<file path="src/rtl/core/sm3bc_pkg.sv">
// ----------------------------------------------------------------------------
// sm3bc_pkg
// shared types, constants and controller-to-datapath commands for the
// sm3 block compression engine
// ----------------------------------------------------------------------------
package sm3bc_pkg;

  localparam int unsigned WORD_W     = 32;
  localparam int unsigned BLK_WORDS  = 16;
  localparam int unsigned HASH_WORDS = 8;
  localparam int unsigned ROUNDS     = 64;
  localparam int unsigned LOW_ROUNDS = 16;

  localparam int unsigned CNT_W   = $clog2(BLK_WORDS);
  localparam int unsigned RND_W   = $clog2(ROUNDS);
  localparam int unsigned WIDX_W  = $clog2(HASH_WORDS);

  // round constant for rounds 0..15 and for rounds 16..63
  localparam logic [WORD_W-1:0] T_LOW  = 32'h79cc4519;
  localparam logic [WORD_W-1:0] T_HIGH = 32'h7a879d8a;
  // t_high rotated left by 16, the value used in round 16
  localparam logic [WORD_W-1:0] T_HIGH_R16 = {T_HIGH[15:0], T_HIGH[31:16]};

  localparam logic [WORD_W-1:0] SM3_IV [HASH_WORDS] = '{
    32'h7380166f, 32'h4914b2b9, 32'h172442d7, 32'hda8a0600,
    32'ha96f30bc, 32'h163138aa, 32'he38dee4d, 32'hb0fb0e4e
  };

  typedef struct packed {
    logic [WORD_W-1:0] msg_word;
    logic              start_message;
  } in_req_t;

  typedef struct packed {
    logic [WORD_W-1:0] hash_word;
    logic [WIDX_W-1:0] word_number;
    logic              last_of_block;
  } out_req_t;

  typedef struct packed {
    logic word_shift;   // shift an accepted word into the schedule window
    logic iv_load;      // reload the chaining value from the iv
    logic vars_load;    // load a..h and the round constant for round 0
    logic round_en;     // run one compression round
    logic low_round;    // current round lies in 0..15
    logic t_switch;     // last low round: next constant is t_high rot 16
    logic fold;         // xor a..h into the chaining value, fill output buffer
    logic out_shift;    // step the output buffer by one word
  } dp_cmd_t;

endpackage

</file>
<file path="src/rtl/core/sm3bc_ctrl.sv">
// ----------------------------------------------------------------------------
// sm3bc_ctrl
// sequencer: word counting, round counting, fold and output emission
// ----------------------------------------------------------------------------
module sm3bc_ctrl (
  input  logic                               clk,
  input  logic                               rst_n,
  input  logic                               start,
  input  logic                               start_message,
  output logic                               busy,
  output logic                               out_valid,
  output logic [sm3bc_pkg::WIDX_W-1:0]       word_number,
  output logic                               last_of_block,
  output sm3bc_pkg::dp_cmd_t                 cmd
);

  typedef enum logic [2:0] {
    ST_IDLE  = 3'b001,
    ST_ROUND = 3'b010,
    ST_FOLD  = 3'b100
  } state_t;

  state_t                            state_r, state_nxt;
  logic [sm3bc_pkg::CNT_W-1:0]       word_cnt_r, word_cnt_nxt;
  logic [sm3bc_pkg::RND_W-1:0]       round_r, round_nxt;
  logic                              emit_r, emit_nxt;
  logic [sm3bc_pkg::WIDX_W-1:0]      emit_cnt_r, emit_cnt_nxt;
  logic                              accept;
  logic [sm3bc_pkg::CNT_W-1:0]       word_idx;
  logic                              blk_done;

  localparam logic [sm3bc_pkg::CNT_W-1:0]  LAST_WORD =
    sm3bc_pkg::CNT_W'(sm3bc_pkg::BLK_WORDS - 1);
  localparam logic [sm3bc_pkg::RND_W-1:0]  LAST_ROUND =
    sm3bc_pkg::RND_W'(sm3bc_pkg::ROUNDS - 1);
  localparam logic [sm3bc_pkg::RND_W-1:0]  LAST_LOW =
    sm3bc_pkg::RND_W'(sm3bc_pkg::LOW_ROUNDS - 1);
  localparam logic [sm3bc_pkg::WIDX_W-1:0] LAST_OUT =
    sm3bc_pkg::WIDX_W'(sm3bc_pkg::HASH_WORDS - 1);

  assign busy     = (state_r != ST_IDLE);
  assign accept   = start && !busy;
  // a start flag makes this word the first of a fresh block
  assign word_idx = start_message ? '0 : word_cnt_r;
  assign blk_done = accept && (word_idx == LAST_WORD);

  always_comb begin
    state_nxt    = state_r;
    word_cnt_nxt = word_cnt_r;
    round_nxt    = round_r;
    emit_nxt     = emit_r;
    emit_cnt_nxt = emit_cnt_r;
    cmd          = '0;

    cmd.word_shift = accept;
    cmd.iv_load    = accept && start_message;

    if (emit_r) begin
      cmd.out_shift = 1'b1;
      emit_cnt_nxt  = emit_cnt_r + 1'b1;
      if (emit_cnt_r == LAST_OUT) begin
        emit_nxt = 1'b0;
      end
    end

    unique case (state_r)
      ST_IDLE: begin
        if (accept) begin
          word_cnt_nxt = word_idx + 1'b1;
          if (blk_done) begin
            cmd.vars_load = 1'b1;
            round_nxt     = '0;
            state_nxt     = ST_ROUND;
          end
        end
      end
      ST_ROUND: begin
        cmd.round_en  = 1'b1;
        cmd.low_round = (round_r <= LAST_LOW);
        cmd.t_switch  = (round_r == LAST_LOW);
        round_nxt     = round_r + 1'b1;
        if (round_r == LAST_ROUND) begin
          state_nxt = ST_FOLD;
        end
      end
      ST_FOLD: begin
        cmd.fold     = 1'b1;
        emit_nxt     = 1'b1;
        emit_cnt_nxt = '0;
        state_nxt    = ST_IDLE;
      end
      default: begin
        state_nxt = ST_IDLE;
      end
    endcase
  end

  always_ff @(posedge clk) begin
    if (!rst_n) begin
      state_r    <= ST_IDLE;
      word_cnt_r <= '0;
      round_r    <= '0;
      emit_r     <= 1'b0;
      emit_cnt_r <= '0;
    end else begin
      state_r    <= state_nxt;
      word_cnt_r <= word_cnt_nxt;
      round_r    <= round_nxt;
      emit_r     <= emit_nxt;
      emit_cnt_r <= emit_cnt_nxt;
    end
  end

  assign out_valid     = emit_r;
  assign word_number   = emit_cnt_r;
  assign last_of_block = (emit_cnt_r == LAST_OUT);

endmodule

</file>
<file path="src/rtl/core/sm3bc_datapath.sv">
// ----------------------------------------------------------------------------
// sm3bc_datapath
// schedule window, round function, chaining value and output buffer
// ----------------------------------------------------------------------------
module sm3bc_datapath (
  input  logic                               clk,
  input  logic                               rst_n,
  input  sm3bc_pkg::dp_cmd_t                 cmd,
  input  logic [sm3bc_pkg::WORD_W-1:0]       msg_word,
  output logic [sm3bc_pkg::WORD_W-1:0]       hash_word
);

  localparam int unsigned W  = sm3bc_pkg::WORD_W;
  localparam int unsigned NB = sm3bc_pkg::BLK_WORDS;
  localparam int unsigned NH = sm3bc_pkg::HASH_WORDS;

  function automatic logic [W-1:0] rotl(input logic [W-1:0] v, input int unsigned n);
    rotl = (v << n) | (v >> (W - n));
  endfunction

  function automatic logic [W-1:0] p0(input logic [W-1:0] v);
    p0 = v ^ rotl(v, 9) ^ rotl(v, 17);
  endfunction

  function automatic logic [W-1:0] p1(input logic [W-1:0] v);
    p1 = v ^ rotl(v, 15) ^ rotl(v, 23);
  endfunction

  // window holds w[r..r+15] during round r
  logic [W-1:0] win_r   [NB];
  logic [W-1:0] win_nxt [NB];
  logic [W-1:0] var_r   [NH];
  logic [W-1:0] var_nxt [NH];
  logic [W-1:0] chain_r [NH];
  logic [W-1:0] chain_nxt [NH];
  logic [W-1:0] obuf_r  [NH];
  logic [W-1:0] obuf_nxt [NH];
  logic [W-1:0] tj_r, tj_nxt;

  logic [W-1:0] w_new, a12, ss1, ss2, ff, gg, tt1, tt2;

  always_comb begin
    w_new = p1(win_r[0] ^ win_r[7] ^ rotl(win_r[13], 15))
            ^ rotl(win_r[3], 7) ^ win_r[10];
    a12   = rotl(var_r[0], 12);
    ss1   = rotl(a12 + var_r[4] + tj_r, 7);
    ss2   = ss1 ^ a12;
    if (cmd.low_round) begin
      ff = var_r[0] ^ var_r[1] ^ var_r[2];
      gg = var_r[4] ^ var_r[5] ^ var_r[6];
    end else begin
      ff = (var_r[0] & var_r[1]) | (var_r[0] & var_r[2]) | (var_r[1] & var_r[2]);
      gg = (var_r[4] & var_r[5]) | (~var_r[4] & var_r[6]);
    end
    tt1 = ff + var_r[3] + ss2 + (win_r[0] ^ win_r[4]);
    tt2 = gg + var_r[7] + ss1 + win_r[0];
  end

  always_comb begin
    win_nxt   = win_r;
    var_nxt   = var_r;
    chain_nxt = chain_r;
    obuf_nxt  = obuf_r;
    tj_nxt    = tj_r;

    if (cmd.word_shift || cmd.round_en) begin
      for (int i = 0; i < NB - 1; i++) begin
        win_nxt[i] = win_r[i+1];
      end
      win_nxt[NB-1] = cmd.round_en ? w_new : msg_word;
    end

    if (cmd.iv_load) begin
      chain_nxt = sm3bc_pkg::SM3_IV;
    end

    if (cmd.vars_load) begin
      var_nxt = chain_r;
      tj_nxt  = sm3bc_pkg::T_LOW;
    end else if (cmd.round_en) begin
      var_nxt[0] = tt1;
      var_nxt[1] = var_r[0];
      var_nxt[2] = rotl(var_r[1], 9);
      var_nxt[3] = var_r[2];
      var_nxt[4] = p0(tt2);
      var_nxt[5] = var_r[4];
      var_nxt[6] = rotl(var_r[5], 19);
      var_nxt[7] = var_r[6];
      tj_nxt     = cmd.t_switch ? sm3bc_pkg::T_HIGH_R16 : rotl(tj_r, 1);
    end

    if (cmd.fold) begin
      for (int i = 0; i < NH; i++) begin
        chain_nxt[i] = chain_r[i] ^ var_r[i];
        obuf_nxt[i]  = chain_r[i] ^ var_r[i];
      end
    end else if (cmd.out_shift) begin
      for (int i = 0; i < NH - 1; i++) begin
        obuf_nxt[i] = obuf_r[i+1];
      end
    end
  end

  always_ff @(posedge clk) begin
    if (!rst_n) begin
      chain_r <= sm3bc_pkg::SM3_IV;
    end else begin
      chain_r <= chain_nxt;
    end
  end

  always_ff @(posedge clk) begin
    win_r  <= win_nxt;
    var_r  <= var_nxt;
    obuf_r <= obuf_nxt;
    tj_r   <= tj_nxt;
  end

  assign hash_word = obuf_r[0];

endmodule

</file>
<file path="src/rtl/core/sm3_block_compression.sv">
// ----------------------------------------------------------------------------
// sm3_block_compression
// sm3 compression engine for already padded 512-bit message blocks
// ----------------------------------------------------------------------------
// Words are taken one per cycle while busy is low, sixteen to a block, most
// significant first; start_message on a word reloads the iv and makes that
// word the first of a fresh block, dropping any partial one. The sixteenth
// word raises busy for 64 rounds at one round per cycle through a single
// round unit with the schedule computed on the fly in a 16-word sliding
// window, then a fold of a..h into the chaining value. The eight chaining
// words then leave from an output buffer one per cycle on out_valid, word 0
// first, last_of_block on word 7; each is shown for exactly one cycle and
// cannot be held off by the receiver. Emission overlaps with taking the next
// block's words. Reset restores the iv and clears the counters.
// ----------------------------------------------------------------------------
module sm3_block_compression (
  input  logic                   clk,
  input  logic                   rst_n,
  // request side
  input  logic                   start,
  output logic                   busy,
  input  sm3bc_pkg::in_req_t     in_req,
  // result side
  output logic                   out_valid,
  output sm3bc_pkg::out_req_t    out_req
);

  sm3bc_pkg::dp_cmd_t                cmd;
  logic [sm3bc_pkg::WIDX_W-1:0]      word_number;
  logic                              last_of_block;
  logic [sm3bc_pkg::WORD_W-1:0]      hash_word;

  // sequencer: word and round counts, emission counter
  sm3bc_ctrl u_ctrl (
    .clk           (clk),
    .rst_n         (rst_n),
    .start         (start),
    .start_message (in_req.start_message),
    .busy          (busy),
    .out_valid     (out_valid),
    .word_number   (word_number),
    .last_of_block (last_of_block),
    .cmd           (cmd)
  );

  // round logic, schedule window and chaining value
  sm3bc_datapath u_dp (
    .clk       (clk),
    .rst_n     (rst_n),
    .cmd       (cmd),
    .msg_word  (in_req.msg_word),
    .hash_word (hash_word)
  );

  // result assembled from buffer head and emission count
  always_comb begin
    out_req.hash_word     = hash_word;
    out_req.word_number   = word_number;
    out_req.last_of_block = last_of_block;
  end

endmodule

</file>
<file path="config.mk">
export PLATFORM = sky130hd
export DESIGN_NAME = sm3_block_compression
export DESIGN_NICKNAME = d
export VERILOG_FILES = /design/src/rtl/core/sm3bc_pkg.sv /design/src/rtl/core/sm3bc_ctrl.sv /design/src/rtl/core/sm3bc_datapath.sv /design/src/rtl/core/sm3_block_compression.sv
export SDC_FILE = /design/constraint.sdc
export NUM_CORES = 2
export LEC_CHECK = 0
export ABC_AREA = 1
export ABC_CLOCK_PERIOD_IN_PS = 38700
export BUFFER_PORTS_ARGS = -buffer_cell sky130_fd_sc_hd__buf_2
export CAP_MARGIN = 30
export CORE_ASPECT_RATIO = 0.6
export CORE_MARGIN = 2
export CORE_UTILIZATION = 64
export CTS_CLUSTER_DIAMETER = 150
export CTS_CLUSTER_SIZE = 25
export DETAILED_ROUTE_END_ITERATION = 16
export GPL_TIMING_DRIVEN = 1
export PLACE_DENSITY = 0.81
export SETUP_SLACK_MARGIN = 0.4
export SLEW_MARGIN = 20
export SYNTH_ARGS = -nofsm -noshare
export SYNTH_HDL_FRONTEND = slang
export SYNTH_SLANG_ARGS = --single-unit
</file>
<file path="constraint.sdc">
create_clock -name clk -period 38.7 [get_ports clk]
set_clock_uncertainty 0.15 [all_clocks]
set_input_delay 7.74 -clock clk [delete_from_list [all_inputs] [get_ports clk]]
set_output_delay 7.74 -clock clk [all_outputs]
set_load 0.005 [all_outputs]
</file>
==> impl_metrics.py <==
metrics = {
    "outcome": {
        "status": "complete, but fails checks",
        "violations": "design-rule violations",
    },
    "worst_setup_path": {
        "path_class": "input port to register",
        "crit_arrival_ns": 11.97,
        "worstPathMaxFanout": 65,
        "cp-end-kind": "register",
        "cp.required_ns": 38.90,
        "crit_path_start_kind": "input port",
    },
    "die": {
        "coreArea_um2": 98600,
        "die_w_um": 411,
        "num_io_pins": 74,
        "dieArea_um2": 102000,
        "fp.dieH_um": 248,
        "fp-row-count": 89,
        "initial_core_util": 0.647,
    },
    "routing": {
        "detail_route.vias_per_cell": 6.05,
        "route.met2.wl_mm": 74.9,
        "post_drt_wl_per_cell_um": 26.2,
        "route.met3.wl_mm": 30.9,
        "drt_iter0_drc": 6736,
        "highest-signal-layer": "met5",
        "ant_nets": 0,
        "wirelength_mm": 192,
        "drc": 10,
        "vias": 44364,
        "drtPass1Iterations": 13,
        "m1WireLength_mm": 80.2,
    },
    "clock_tree": {
        "worstSkewPairLatency_ns": 0.76,
        "clk_pin_slew_ns": 0.13,
        "cts_setup_buffers": 0,
        "cts_buffers": 59,
        "cts_sinks": 1329,
        "cts_tree": "built",
        "cts_buffer_depth": 3,
        "htree_num_levels": 2,
        "cts_hold_buf": 0,
        "cts-root-buf": "clkbuf_16",
        "cts_resized": 0,
    },
    "pwr": {
        "power-per-cell-area_nw_per_um2": 44.7,
        "p_leak_uw": 0.0269,
        "peakVddDrop_v": 0.0000380,
        "power_uw": 3000,
    },
    "synth": {
        "syn_area_um2": 63700,
        "syn_avg_cell_area_um2": 10.6,
        "synth-seq-cells": 1329,
        "syn_nets": 6310,
        "synth_cell_types": 61,
        "netlist_top_cells_area": "edfxtp_1 (48%), nand2_1 (11%), dfxtp_1 (9.6%), fa_1 (5.9%), xor2_1 (4.9%)",
        "synth.yosys.warnings": 0,
        "yosysTopAreaCellShare": 0.482,
        "synth-edff-count": 1024,
        "async_flop_share": 0,
        "synth-seq-area-share": 0.578,
        "synth_most_common_cell": "nand2_1",
        "syn-instance-count": 5990,
        "netlist_top_cells_count": "nand2_1 (1888), edfxtp_1 (1024), inv_1 (430), xor2_1 (353), dfxtp_1 (305)",
        "synth_top_cell_by_area": "edfxtp_1",
        "ys.flop_type": "edfxtp_1",
    },
    "timing": {
        "fin_crit_sh": 0.304,
        "period_needed_ns": 11.78,
        "hold_violations": 0,
        "grt_setup_unrepaired": "no",
        "finalSetupViolCount": 0,
        "slew_viol_final": 0,
        "fmaxAchievable_ghz": 0.0849,
        "worstMarginPinSlew_ns": 1.02,
        "setup_tns_ns": 0,
        "slew_headroom": 0.321,
        "whs_ns": 0.247,
    },
    "global_route": {
        "grt_max_degree": 178,
        "grt.total_usage": 0.373,
        "grt_overflow_total": 0,
        "grt_pass1_vias": 40917,
        "antenna_found_initial": 3,
        "grt_first_pass_wirelength_mm": 276,
    },
    "job": {
        "drv_cap": 0,
    },
    "placed_design": {
        "dp.cells": 7210,
        "dpl_cell_area_um2": 65200,
        "port_buffers": 73,
        "dpl.hpwl_mm": 144,
        "place.gp.congestion": 1.03,
    },
    "final_layout": {
        "final_area_um2": 67200,
        "syn2layout_area_growth_pct": 5.40,
        "final_nets": 6284,
        "final_cells": 7334,
        "drive_gt1_frac": 0.0547,
    },
    "hold_path": {
        "min_path_type": "register to register",
    },
}
[logic make-up (layout without fill, tap and decap cells)]
logic type,count (synthesis),count (layout),share of synthesized area
AO/OA/AOI/OAI,730,730,0.0643
adder cells (fa/ha/maj),284,284,0.0779
AND/OR/NAND/NOR,2369,2369,0.151
XOR/XNOR,583,583,0.0813
other,0,2,0
multiplexers,28,28,0.00440
buffers and inverters,667,690,0.0429
flip-flops,1329,1329,0.578
[registers in the layout (all words and copies together) (netlist names), 4 cells and up]
signal and cells:
u_ctrl.round_r 6, u_ctrl.word_cnt_r 4, u_dp.chain_r 256, u_dp.hash_word 32, u_dp.obuf_r 224, u_dp.tj_r 32, u_dp.var_r 256, u_dp.win_r 512
[critical path, stage by stage]
cell and delay, ns:
buf_2 0.07, inv_1 0.05, nor2_4 0.20, inv_1 0.19
nand2_4 0.39, buf_16 0.30, buf_4 0.47, buf_12 0.31
buf_4 0.31, buf_16 0.32, buf_4 0.39, buf_16 0.33
buf_4 0.67
[metrics by stage]
stage / worst slack, ns / utilization
floorplan: 18.66 / -
global placement: 25.49 / 0.661
detailed placement: 25.52 / 0.662
CTS: 26.34 / 0.680
global route: 26.66 / 0.682
finish: 26.93 / 0.682
[metal layers]
metal | vias to the layer above | GRT usage
met5 | - | 0
met4 | 2 | 0.107
met3 | 290 | 0.133
met2 | 2847 | 0.481
met1 | 21525 | 0.589
li1 | 19700 | -
[worst paths after layout]
path / cells after the start / endpoint / slack, ns / from
hold / removal: 0 / u_dp.win_r[448]$_DFFE_PP_ / 0.25 / u_dp.win_r[416]$_DFFE_PP_
setup / recovery: 13 / u_dp.win_r[508]$_DFFE_PP_ / 26.93 / start
setup reg to reg: 29 / u_dp.var_r[103]$_DFFE_PP_ / 30.66 / u_dp.var_r[246]$_DFFE_PP_
hold reg to reg: 0 / u_dp.win_r[448]$_DFFE_PP_ / 0.25 / u_dp.win_r[416]$_DFFE_PP_
[layout by cell type, fill, tap and decap left out, types with 7 or more instances in the layout]
cell type,n
mux2i_1,28
nor2_2,7
nor2_1,120
buf_2,72
edfxtp_1,1024
xnor2_1,223
buf_16,7
o21a_1,107
clkbuf_1,47
a21oi_1,267
or2_2,46
xor2_1,353
buf_4,54
fa_1,188
nand3_2,7
o21bai_1,11
nand3_1,199
nand2_1,1885
inv_1,429
nand4_1,23
nand2_2,28
inv_2,8
nor3_1,21
o22ai_1,23
o21ai_1,9
clkbuf_16,59
dfxtp_1,305
ha_1,96
o21ai_0,272
[area by class of cell]
cell class                 instances  area, um2
multi-input combinational       3994      24200
clock buffer                     106       1650
tap                             1319       1650
antenna                            2       5.00
sequential                      1329      36900
clock inverter                     4        110
fill                            7184      31400
inverter                         441       1680
timing repair buffer             139       1030
[report_power, final]
group / switching, uW / total [uW] / internal, uW / leakage (uW)
Sequential: 20.6 / 1600 / 1580 / 0.0121
Clock: 459 / 755 / 297 / 0.000827
Combinational: 453 / 645 / 192 / 0.0140
No activity file was read; power rests on OpenSTA's default activity.
